**src/udt_pkg.sv**
```systemverilog
// udt_pkg: shared types, codes and constants of the udp socket demux table
// used by udt_entry_ram, udt_seq, udp_socket_demux_table and udt_checker
package udt_pkg;

	localparam int ADDR_W = 32;
	localparam int PORT_W = 16;
	localparam int LEN_W = 16;
	localparam int SLOT_W = 4;
	localparam int STATUS_W = 3;
	localparam int CMD_W = 2;
	localparam int CFG_DATA_W = 32;
	localparam int CFG_INDEX_W = 1;

	localparam int DEFAULT_TABLE_ENTRIES = 16;

	localparam logic [PORT_W-1:0] RESET_PORT = 16'd1024;
	localparam logic [PORT_W-1:0] LAST_PORT = 16'hFFFF;
	localparam logic [LEN_W-1:0] HEADER_BYTES = 16'd8;

	// commands
	localparam logic [CMD_W-1:0] CMD_RECEIVE = 2'd0;
	localparam logic [CMD_W-1:0] CMD_CONNECT = 2'd1;
	localparam logic [CMD_W-1:0] CMD_LISTEN = 2'd2;
	localparam logic [CMD_W-1:0] CMD_DISCONNECT = 2'd3;

	// result status codes
	localparam logic [STATUS_W-1:0] ST_OK = 3'd0;
	localparam logic [STATUS_W-1:0] ST_NOMATCH = 3'd1;
	localparam logic [STATUS_W-1:0] ST_SHORT = 3'd2;
	localparam logic [STATUS_W-1:0] ST_FULL = 3'd3;
	localparam logic [STATUS_W-1:0] ST_BADSLOT = 3'd4;

	// configuration register indexes
	localparam logic [CFG_INDEX_W-1:0] REG_LOCAL_ADDRESS = 1'd0;
	localparam logic [CFG_INDEX_W-1:0] REG_FIRST_PORT = 1'd1;

	// one table entry as stored in the ram
	typedef struct packed {
		logic [ADDR_W-1:0] local_address;
		logic [PORT_W-1:0] local_port;
		logic [ADDR_W-1:0] remote_address;
		logic [PORT_W-1:0] remote_port;
		logic listening;
	} entry_t;

	// one result handed from the sequencer to the output register
	typedef struct packed {
		logic [STATUS_W-1:0] status;
		logic [SLOT_W-1:0] slot;
		logic [LEN_W-1:0] payload_length;
		logic [PORT_W-1:0] assigned_port;
	} result_t;

endpackage

```
**src/udp_socket_demux_table.sv**
```systemverilog
// A compact UDP endpoint table: connect and listen append an entry, disconnect
// moves the last entry into the freed slot, and a received packet header is
// matched against the entries from slot 0 upward, the first hit winning. Each
// request gives exactly one result. The entries live in a single-port-write,
// registered-read ram; a receive reads one entry per cycle with the compare in
// the cycle after the read, and every result passes through the output
// register. A disconnect reads the last entry, then writes it into the freed
// slot. Requests are handled one at a time; a finished result waits in the
// output register while the next request is taken.
// Configuration writes are taken any time and should be issued while idle.
// depends on udt_pkg, udt_seq and udt_entry_ram
module udp_socket_demux_table #(
	parameter int TABLE_ENTRIES = udt_pkg::DEFAULT_TABLE_ENTRIES
) (
	input logic clk,
	input logic arst_n,
	input logic cfg_write,
	input logic [udt_pkg::CFG_INDEX_W-1:0] cfg_index,
	input logic [udt_pkg::CFG_DATA_W-1:0] cfg_data,
	input logic in_valid,
	output logic in_ready,
	input logic [udt_pkg::CMD_W-1:0] command,
	input logic [udt_pkg::ADDR_W-1:0] source_address,
	input logic [udt_pkg::ADDR_W-1:0] destination_address,
	input logic [udt_pkg::PORT_W-1:0] source_port,
	input logic [udt_pkg::PORT_W-1:0] destination_port,
	input logic [udt_pkg::LEN_W-1:0] packet_length,
	input logic [udt_pkg::SLOT_W-1:0] slot_index,
	output logic out_valid,
	input logic out_ready,
	output logic [udt_pkg::STATUS_W-1:0] status,
	output logic [udt_pkg::SLOT_W-1:0] matched_slot,
	output logic [udt_pkg::LEN_W-1:0] payload_length,
	output logic [udt_pkg::PORT_W-1:0] assigned_port
);

	localparam int CW = $clog2(TABLE_ENTRIES + 1);
	localparam int IW = (TABLE_ENTRIES > 1) ? $clog2(TABLE_ENTRIES) : 1;

	logic [udt_pkg::ADDR_W-1:0] local_address_q;
	logic [udt_pkg::PORT_W-1:0] first_port_q;
	logic out_valid_q;
	udt_pkg::result_t out_q;

	logic res_valid;
	logic res_ready;
	udt_pkg::result_t res;
	logic mem_wr_en;
	logic [IW-1:0] mem_wr_addr;
	udt_pkg::entry_t mem_wr_data;
	logic mem_rd_en;
	logic [IW-1:0] mem_rd_addr;
	udt_pkg::entry_t mem_rd_data;

	// configuration registers
	always_ff @(posedge clk or negedge arst_n) begin
		if (!arst_n) begin
			local_address_q <= '0;
			first_port_q <= udt_pkg::RESET_PORT;
		end else if (cfg_write) begin
			case (cfg_index)
				udt_pkg::REG_LOCAL_ADDRESS: local_address_q <= cfg_data;
				udt_pkg::REG_FIRST_PORT: first_port_q <= cfg_data[udt_pkg::PORT_W-1:0];
				default: begin
				end
			endcase
		end
	end

	udt_seq #(
		.TABLE_ENTRIES(TABLE_ENTRIES),
		.CW(CW),
		.IW(IW)
	) u_seq (
		.clk(clk),
		.arst_n(arst_n),
		.in_valid(in_valid),
		.in_ready(in_ready),
		.command(command),
		.source_address(source_address),
		.destination_address(destination_address),
		.source_port(source_port),
		.destination_port(destination_port),
		.packet_length(packet_length),
		.slot_index(slot_index),
		.local_address(local_address_q),
		.first_port(first_port_q),
		.res_valid(res_valid),
		.res_ready(res_ready),
		.res(res),
		.mem_wr_en(mem_wr_en),
		.mem_wr_addr(mem_wr_addr),
		.mem_wr_data(mem_wr_data),
		.mem_rd_en(mem_rd_en),
		.mem_rd_addr(mem_rd_addr),
		.mem_rd_data(mem_rd_data)
	);

	udt_entry_ram #(
		.DEPTH(TABLE_ENTRIES),
		.IW(IW)
	) u_ram (
		.clk(clk),
		.wr_en(mem_wr_en),
		.wr_addr(mem_wr_addr),
		.wr_data(mem_wr_data),
		.rd_en(mem_rd_en),
		.rd_addr(mem_rd_addr),
		.rd_data(mem_rd_data)
	);

	// output register
	assign res_ready = !out_valid_q || out_ready;

	always_ff @(posedge clk or negedge arst_n) begin
		if (!arst_n) begin
			out_valid_q <= 1'b0;
		end else if (res_ready) begin
			out_valid_q <= res_valid;
		end
	end

	always_ff @(posedge clk) begin
		if (res_ready && res_valid) begin
			out_q <= res;
		end
	end

	assign out_valid = out_valid_q;
	assign status = out_q.status;
	assign matched_slot = out_q.slot;
	assign payload_length = out_q.payload_length;
	assign assigned_port = out_q.assigned_port;

endmodule

```
**src/udt_entry_ram.sv**
```systemverilog
// udt_entry_ram: single write port, single read port entry memory, registered read
// depends on udt_pkg for the entry type
module udt_entry_ram #(
	parameter int DEPTH = udt_pkg::DEFAULT_TABLE_ENTRIES,
	parameter int IW = (DEPTH > 1) ? $clog2(DEPTH) : 1
) (
	input logic clk,
	input logic wr_en,
	input logic [IW-1:0] wr_addr,
	input udt_pkg::entry_t wr_data,
	input logic rd_en,
	input logic [IW-1:0] rd_addr,
	output udt_pkg::entry_t rd_data
);

	udt_pkg::entry_t mem_q [DEPTH];
	udt_pkg::entry_t rd_data_q;

	// write port
	always_ff @(posedge clk) begin
		if (wr_en) begin
			mem_q[wr_addr] <= wr_data;
		end
	end

	// read port, registered
	always_ff @(posedge clk) begin
		if (rd_en) begin
			rd_data_q <= mem_q[rd_addr];
		end
	end

	assign rd_data = rd_data_q;

endmodule

```
**src/udt_seq.sv**
```systemverilog
// udt_seq: command sequencer, table scan, entry count and local port counter
// depends on udt_pkg; drives the ports of udt_entry_ram
module udt_seq #(
	parameter int TABLE_ENTRIES = udt_pkg::DEFAULT_TABLE_ENTRIES,
	parameter int CW = $clog2(TABLE_ENTRIES + 1),
	parameter int IW = (TABLE_ENTRIES > 1) ? $clog2(TABLE_ENTRIES) : 1
) (
	input logic clk,
	input logic arst_n,
	input logic in_valid,
	output logic in_ready,
	input logic [udt_pkg::CMD_W-1:0] command,
	input logic [udt_pkg::ADDR_W-1:0] source_address,
	input logic [udt_pkg::ADDR_W-1:0] destination_address,
	input logic [udt_pkg::PORT_W-1:0] source_port,
	input logic [udt_pkg::PORT_W-1:0] destination_port,
	input logic [udt_pkg::LEN_W-1:0] packet_length,
	input logic [udt_pkg::SLOT_W-1:0] slot_index,
	input logic [udt_pkg::ADDR_W-1:0] local_address,
	input logic [udt_pkg::PORT_W-1:0] first_port,
	output logic res_valid,
	input logic res_ready,
	output udt_pkg::result_t res,
	output logic mem_wr_en,
	output logic [IW-1:0] mem_wr_addr,
	output udt_pkg::entry_t mem_wr_data,
	output logic mem_rd_en,
	output logic [IW-1:0] mem_rd_addr,
	input udt_pkg::entry_t mem_rd_data
);

	localparam int SW = (CW > udt_pkg::SLOT_W) ? CW : udt_pkg::SLOT_W;

	localparam logic [1:0] S_IDLE = 2'd0;
	localparam logic [1:0] S_SCAN = 2'd1;
	localparam logic [1:0] S_MOVE = 2'd2;
	localparam logic [1:0] S_DONE = 2'd3;

	logic [1:0] state_q, state_d;
	logic [CW-1:0] count_q, count_d;
	logic [udt_pkg::PORT_W-1:0] next_port_q, next_port_d;
	logic [CW-1:0] iss_q, iss_d;
	logic cmp_v_s1;
	logic [CW-1:0] cmp_idx_s1;
	udt_pkg::result_t res_q, res_d;

	// request fields kept for the scan and the move
	logic [udt_pkg::ADDR_W-1:0] src_addr_q;
	logic [udt_pkg::ADDR_W-1:0] dst_addr_q;
	logic [udt_pkg::PORT_W-1:0] src_port_q;
	logic [udt_pkg::PORT_W-1:0] dst_port_q;
	logic [udt_pkg::LEN_W-1:0] len_q;
	logic [udt_pkg::SLOT_W-1:0] slot_q;

	logic accept;
	logic table_full;
	logic bad_slot;
	logic [SW-1:0] count_ext;
	logic [SW-1:0] cmp_idx_ext;
	logic local_hit;
	logic remote_hit;
	logic [CW-1:0] last_idx;
	udt_pkg::entry_t new_entry;
	udt_pkg::entry_t latched_entry;

	assign in_ready = (state_q == S_IDLE);
	assign accept = in_valid && in_ready;
	assign res_valid = (state_q == S_DONE);
	assign res = res_q;

	assign table_full = (count_q == CW'(TABLE_ENTRIES));
	assign count_ext = SW'(count_q);
	assign cmp_idx_ext = SW'(cmp_idx_s1);
	assign bad_slot = (SW'(slot_index) >= count_ext);
	assign last_idx = count_q - CW'(1);

	// compare the entry read in the previous cycle
	assign local_hit = (mem_rd_data.local_address == dst_addr_q) &&
		(mem_rd_data.local_port == dst_port_q);
	assign remote_hit = (mem_rd_data.remote_address == src_addr_q) &&
		(mem_rd_data.remote_port == src_port_q);

	// entry built by connect or listen
	always_comb begin
		new_entry.local_address = local_address;
		if (command == udt_pkg::CMD_LISTEN) begin
			new_entry.local_port = source_port;
			new_entry.remote_address = '0;
			new_entry.remote_port = '0;
			new_entry.listening = 1'b1;
		end else begin
			new_entry.local_port = next_port_q;
			new_entry.remote_address = source_address;
			new_entry.remote_port = source_port;
			new_entry.listening = 1'b0;
		end
	end

	// listening entry after it latches the remote endpoint
	always_comb begin
		latched_entry = mem_rd_data;
		latched_entry.remote_address = src_addr_q;
		latched_entry.remote_port = src_port_q;
		latched_entry.listening = 1'b0;
	end

	// sequencer
	always_comb begin
		state_d = state_q;
		count_d = count_q;
		next_port_d = next_port_q;
		iss_d = iss_q;
		res_d = res_q;
		mem_wr_en = 1'b0;
		mem_wr_addr = IW'(count_q);
		mem_wr_data = new_entry;
		mem_rd_en = 1'b0;
		mem_rd_addr = IW'(iss_q);
		case (state_q)
			S_IDLE: begin
				if (accept) begin
					res_d = '0;
					state_d = S_DONE;
					case (command)
						udt_pkg::CMD_RECEIVE: begin
							if (packet_length < udt_pkg::HEADER_BYTES) begin
								res_d.status = udt_pkg::ST_SHORT;
							end else if (count_q == '0) begin
								res_d.status = udt_pkg::ST_NOMATCH;
							end else begin
								iss_d = '0;
								state_d = S_SCAN;
							end
						end
						udt_pkg::CMD_CONNECT, udt_pkg::CMD_LISTEN: begin
							if (table_full) begin
								res_d.status = udt_pkg::ST_FULL;
							end else begin
								mem_wr_en = 1'b1;
								count_d = count_q + CW'(1);
								res_d.status = udt_pkg::ST_OK;
								res_d.slot = count_ext[udt_pkg::SLOT_W-1:0];
								if (command == udt_pkg::CMD_CONNECT) begin
									res_d.assigned_port = next_port_q;
									if (next_port_q == udt_pkg::LAST_PORT) begin
										next_port_d = first_port;
									end else begin
										next_port_d = next_port_q + 16'd1;
									end
								end
							end
						end
						default: begin
							if (bad_slot) begin
								res_d.status = udt_pkg::ST_BADSLOT;
							end else begin
								// fetch the last entry to move into the freed slot
								mem_rd_en = 1'b1;
								mem_rd_addr = IW'(last_idx);
								state_d = S_MOVE;
							end
						end
					endcase
				end
			end
			S_SCAN: begin
				// issue one read a cycle while comparing the previous one
				if (iss_q < count_q) begin
					mem_rd_en = 1'b1;
					iss_d = iss_q + CW'(1);
				end
				if (cmp_v_s1) begin
					if (local_hit && mem_rd_data.listening) begin
						mem_wr_en = 1'b1;
						mem_wr_addr = IW'(cmp_idx_s1);
						mem_wr_data = latched_entry;
						res_d.status = udt_pkg::ST_OK;
						res_d.slot = cmp_idx_ext[udt_pkg::SLOT_W-1:0];
						res_d.payload_length = len_q - udt_pkg::HEADER_BYTES;
						state_d = S_DONE;
					end else if (local_hit && remote_hit) begin
						res_d.status = udt_pkg::ST_OK;
						res_d.slot = cmp_idx_ext[udt_pkg::SLOT_W-1:0];
						res_d.payload_length = len_q - udt_pkg::HEADER_BYTES;
						state_d = S_DONE;
					end else if (cmp_idx_s1 == last_idx) begin
						res_d.status = udt_pkg::ST_NOMATCH;
						state_d = S_DONE;
					end
				end
			end
			S_MOVE: begin
				mem_wr_en = 1'b1;
				mem_wr_addr = IW'(slot_q);
				mem_wr_data = mem_rd_data;
				count_d = last_idx;
				res_d.status = udt_pkg::ST_OK;
				res_d.slot = slot_q;
				state_d = S_DONE;
			end
			S_DONE: begin
				if (res_ready) begin
					state_d = S_IDLE;
				end
			end
			default: begin
				state_d = S_IDLE;
			end
		endcase
	end

	// control state
	always_ff @(posedge clk or negedge arst_n) begin
		if (!arst_n) begin
			state_q <= S_IDLE;
			count_q <= '0;
			next_port_q <= udt_pkg::RESET_PORT;
			iss_q <= '0;
			cmp_v_s1 <= 1'b0;
		end else begin
			state_q <= state_d;
			count_q <= count_d;
			next_port_q <= next_port_d;
			iss_q <= iss_d;
			cmp_v_s1 <= (state_q == S_SCAN) && mem_rd_en;
		end
	end

	// payload registers
	always_ff @(posedge clk) begin
		res_q <= res_d;
		cmp_idx_s1 <= iss_q;
		if (accept) begin
			src_addr_q <= source_address;
			dst_addr_q <= destination_address;
			src_port_q <= source_port;
			dst_port_q <= destination_port;
			len_q <= packet_length;
			slot_q <= slot_index;
		end
	end

endmodule

```
**config.mk**
```make
export PLATFORM = sky130hd
export DESIGN_NAME = udp_socket_demux_table
export DESIGN_NICKNAME = d
export VERILOG_FILES = /design/src/udt_pkg.sv /design/src/udp_socket_demux_table.sv /design/src/udt_entry_ram.sv /design/src/udt_seq.sv
export SDC_FILE = /design/constraint.sdc
export NUM_CORES = 2
export LEC_CHECK = 0
export ABC_AREA = 1
export BUFFER_PORTS_ARGS = -buffer_cell sky130_fd_sc_hd__clkbuf_2
export CELL_PAD_IN_SITES_DETAIL_PLACEMENT = 1
export CELL_PAD_IN_SITES_GLOBAL_PLACEMENT = 1
export CORE_ASPECT_RATIO = 0.75
export CORE_MARGIN = 4
export CORE_UTILIZATION = 50
export CTS_CLUSTER_SIZE = 24
export DETAILED_ROUTE_END_ITERATION = 10
export PLACE_DENSITY_LB_ADDON = 0.1
export SYNTH_ARGS = -nofsm -noshare
export SYNTH_HDL_FRONTEND = slang
export SYNTH_HIERARCHICAL = 1
export SYNTH_SLANG_ARGS = --single-unit
export TNS_END_PERCENT = 1
```
**constraint.sdc**
```tcl
create_clock -name clk -period 7.8 [get_ports clk]
set_input_delay 0 -clock clk [delete_from_list [all_inputs] [get_ports clk]]
set_output_delay 0 -clock clk [all_outputs]
set_load 0.05 [all_outputs]
```
==> impl_metrics.tcl <==
set metrics [dict create \
    portBuffers 196 \
    path_class "reg -> reg" \
    powerDensity_nw_per_um2 417 \
    cts.clk_slew.worst_paths_ns 0.06 \
    die_w_um 485 \
    ys_ff_latch 1926 \
    setup_viol 0 \
    p_int_w 0.0246 \
    rr_worst_depth 15 \
    period_needed_ns 5.81 \
    core-area_um2 170000 \
    switching_share_pct 39.6 \
    die_h_um 366 \
    hpwl_um 153000 \
    path_cells "nand2_1, nand2_1, nor2_1, nand2_1, nor2_1, nand2_1, nor2_8, nand3_4, buf_12, inv_4, nand2_1, a31oi_1, nand3b_1, nor2_4, buf_4" \
    wl_um 290000 \
    arrival_ns 6.30 \
    synth_nets 8684 \
    cts_tree "done" \
    drc 0 \
    p_leak_nw 41.7 \
    multi_input_area_um2 20900 \
    async_flop_share_pct 4.05 \
    max_slew_margin_pct 8.53 \
    holdPathStages 2 \
    syn_inst 8506 \
    worstSetupEndpointType "flop" \
    combPwrFrac_pct 35.7 \
    post_cts_buffers 0 \
    fin_cells 11300 \
    tightestPinTransition_ns 1.37 \
    ioPinCount 197 \
    cp.required_ns 8.29 \
    critPathMaxFanout 102 \
    synth_common_cells "2771 x nand2_1, 1843 x edfxtp_1, 1401 x inv_1" \
    synth_flop_cell "edfxtp_1" \
    timing.setup.tns_ns 0 \
    area_growth_pct 14.6 \
    yosys-top-cells-area "edfxtp_1 65%, nand2_1 12%, nand3_1 7.8%" \
    synthDistinctLibCells 40 \
    via_per_inst 5.71 \
    ys_seq_area_share_pct 67.2 \
    min_period_over_period_pct 74.5 \
    netlist_area_um2 85400 \
    pwr-share-clk_pct 22.8 \
    power_w 0.0408 \
    fillers 18400 \
    drv_slew 0 \
    drive_gt1_share_pct 7.25 \
    root_buffer "clkbuf_16" \
    cp_slowest_stage_delay_ns 1.02 \
    fp-row-count 131 \
    routedWlPerCell_um 25.7 \
    dr_total_vias 64400 \
    synth_edf_count 1843 \
    rsz0062_at_grt "no" \
    cts_max_path_buffers 3 \
    worst_setup_path_start_kind "flop" \
    fin_area_um2 97800 \
    yosysWarnings 6 \
    place_congestion 0.818 \
    cp_slowest_cell "nor2_4" \
    cpMostUsedCell "nand2_1" \
    grt-ovfl-total 0 \
    hold_class "in -> reg" \
    synth.top_cell.area_share_pct 64.8 \
    grt_start_max_net_pins 147 \
    htree_levels 4 \
    p_switching_w 0.0161 \
    seq_area_um2 57400 \
    synth.most_common_cell "nand2_1" \
    die_area_um2 177000 \
    clock_skew_ns 0.0345 \
    track_usage_pct 32.2 \
    p_seq_share_pct 41.5 \
    vdd.ir_drop.worst_mv 0.353 \
    placed_cells 10600 \
    clock_latency_ns 0.84 \
    antenna_found_initial 15 \
    clock_sinks 1926 \
    yosys.area.top_type "edfxtp_1" \
    avgSynthCellArea_um2 10.0 \
    fin_util_pct 57.6 \
    initial_core_util_pct 50.3 \
    place_area_um2 88700 \
    hold_viol 0 \
    final_nets 9035 \
    grt_pass1_wl_um 428000 \
    drt_iter0_markers 6568 \
    drv_cap 0 \
    cts_buffers 189 \
    drtPass1Iterations 6 \
    run_status "completed" \
    clock.fmax_ghz 0.172 \
    drtAntennaViolNets 0 \
    first_global_vias 66500 \
]
-- path summary, 6_finish.rpt --
kind	from	to	slack (ns)
max in group asynchronous	arst_n	local_address_q[31]	6.90
worst min register to register	u_seq/res[6]	assigned_port[6]	0.42
worst max register to register	u_ram/rd_data[86]	u_ram/mem_q[5][38]	1.99
worst min-delay path	source_port[15]	u_seq/src_port_q[15]	0.04
min in group asynchronous	arst_n	u_seq/next_port_q[10]	0.26
worst max-delay path	u_ram/rd_data[86]	u_ram/mem_q[5][38]	1.99
-- layout by cell type (no fill, tap or decap), types with 16 or more instances in the layout --
| master | instances |
|---|---|
| clkbuf_2 | 195 |
| nor2_4 | 18 |
| dfrtp_1 | 76 |
| xor2_1 | 21 |
| inv_2 | 16 |
| buf_4 | 64 |
| a21oi_1 | 165 |
| ha_1 | 18 |
| bufinv_16 | 19 |
| nand4_1 | 36 |
| buf_12 | 41 |
| nor2_1 | 174 |
| edfxtp_1 | 1843 |
| nand2_1 | 2770 |
| clkinv_1 | 37 |
| inv_1 | 1399 |
| clkinv_2 | 31 |
| nand3_1 | 1324 |
| clkbuf_1 | 53 |
| xnor2_1 | 49 |
| dlygate4sd3_1 | 286 |
| o21ai_0 | 57 |
| clkbuf_16 | 196 |
-- cell families after synthesis --
group / synth area share (%)
buffers and inverters: 8.66
flip-flops: 67.2
adder cells (fa/ha/maj): 0.322
AND/OR/NAND/NOR: 21.3
XOR/XNOR: 0.718
AO/OA/AOI/OAI: 1.75
-- layer usage --
layer / track usage, % / part of all wire [%] / up-vias / wire length, µm
li1: - / - / 28200 / -
met1: 44.4 / 42 / 32800 / 121000
met2: 52.6 / 48 / 2734 / 138000
met3: 4.52 / 7.3 / 596 / 21000
met4: 11.3 / 3.6 / 2 / 10400
met5: 0 / 0.0062 / - / 18
-- state kept, by name, indices dropped and copies added (netlist names), 32 cells and up --
register          cells
u_seq/src_addr_q     32
local_address_q      32
u_seq/res            39
u_ram/mem_q        1552
u_seq/dst_addr_q     32
u_ram/rd_data        97
-- through the flow --
| stage | worst slack [ns] | hold slack [ns] |
|---|---|---|
| 2_1_floorplan | 0.547 | -0.296 |
| 5_1_grt | 1.85 | 0.0190 |
| 3_5_place_dp | 2.15 | 0.0594 |
| 4_1_cts | 2.12 | 0.00102 |
| 6_report | 1.99 | 0.0446 |
| 3_3_place_gp | 2.30 | 0.0486 |
-- area by class of cell --
class | instances | area share, %
Clock buffer | 256 | 5.31
Inverter | 1425 | 5.51
Timing Repair Buffer | 587 | 5.28
Multi-Input combinational cell | 4728 | 21.3
Clock inverter | 95 | 0.973
Antenna cell | 9 | 0.0230
Sequential cell | 1926 | 58.7
Tap cell | 2261 | 2.89
-- what timing repair did --
action / in CTS / in global routing
gates resized for setup: 0 / 0
endpoints found under the hold margin: 688 / 1
hold buffers: 286 / 1
-- worst max-delay path: cells and delay by family, from the launching register on --
kind,cells,cell delay (ns)
simple gates,11,3.39
compound gates,1,0.30
buf+inv,3,1.28
flops,1,0.43
-- power groups by stage --
stage / clock network, W / logic [W] / registers, W
2_1_floorplan: 0 / 0.00853 / 0.0171
3_3_place_gp: 0 / 0.0135 / 0.0171
3_5_place_dp: 0 / 0.0141 / 0.0171
4_1_cts: 0.00939 / 0.0143 / 0.0169
5_1_grt: 0.00989 / 0.0159 / 0.0171
6_report: 0.00929 / 0.0146 / 0.0169
Power figures use the tool's default switching activity.
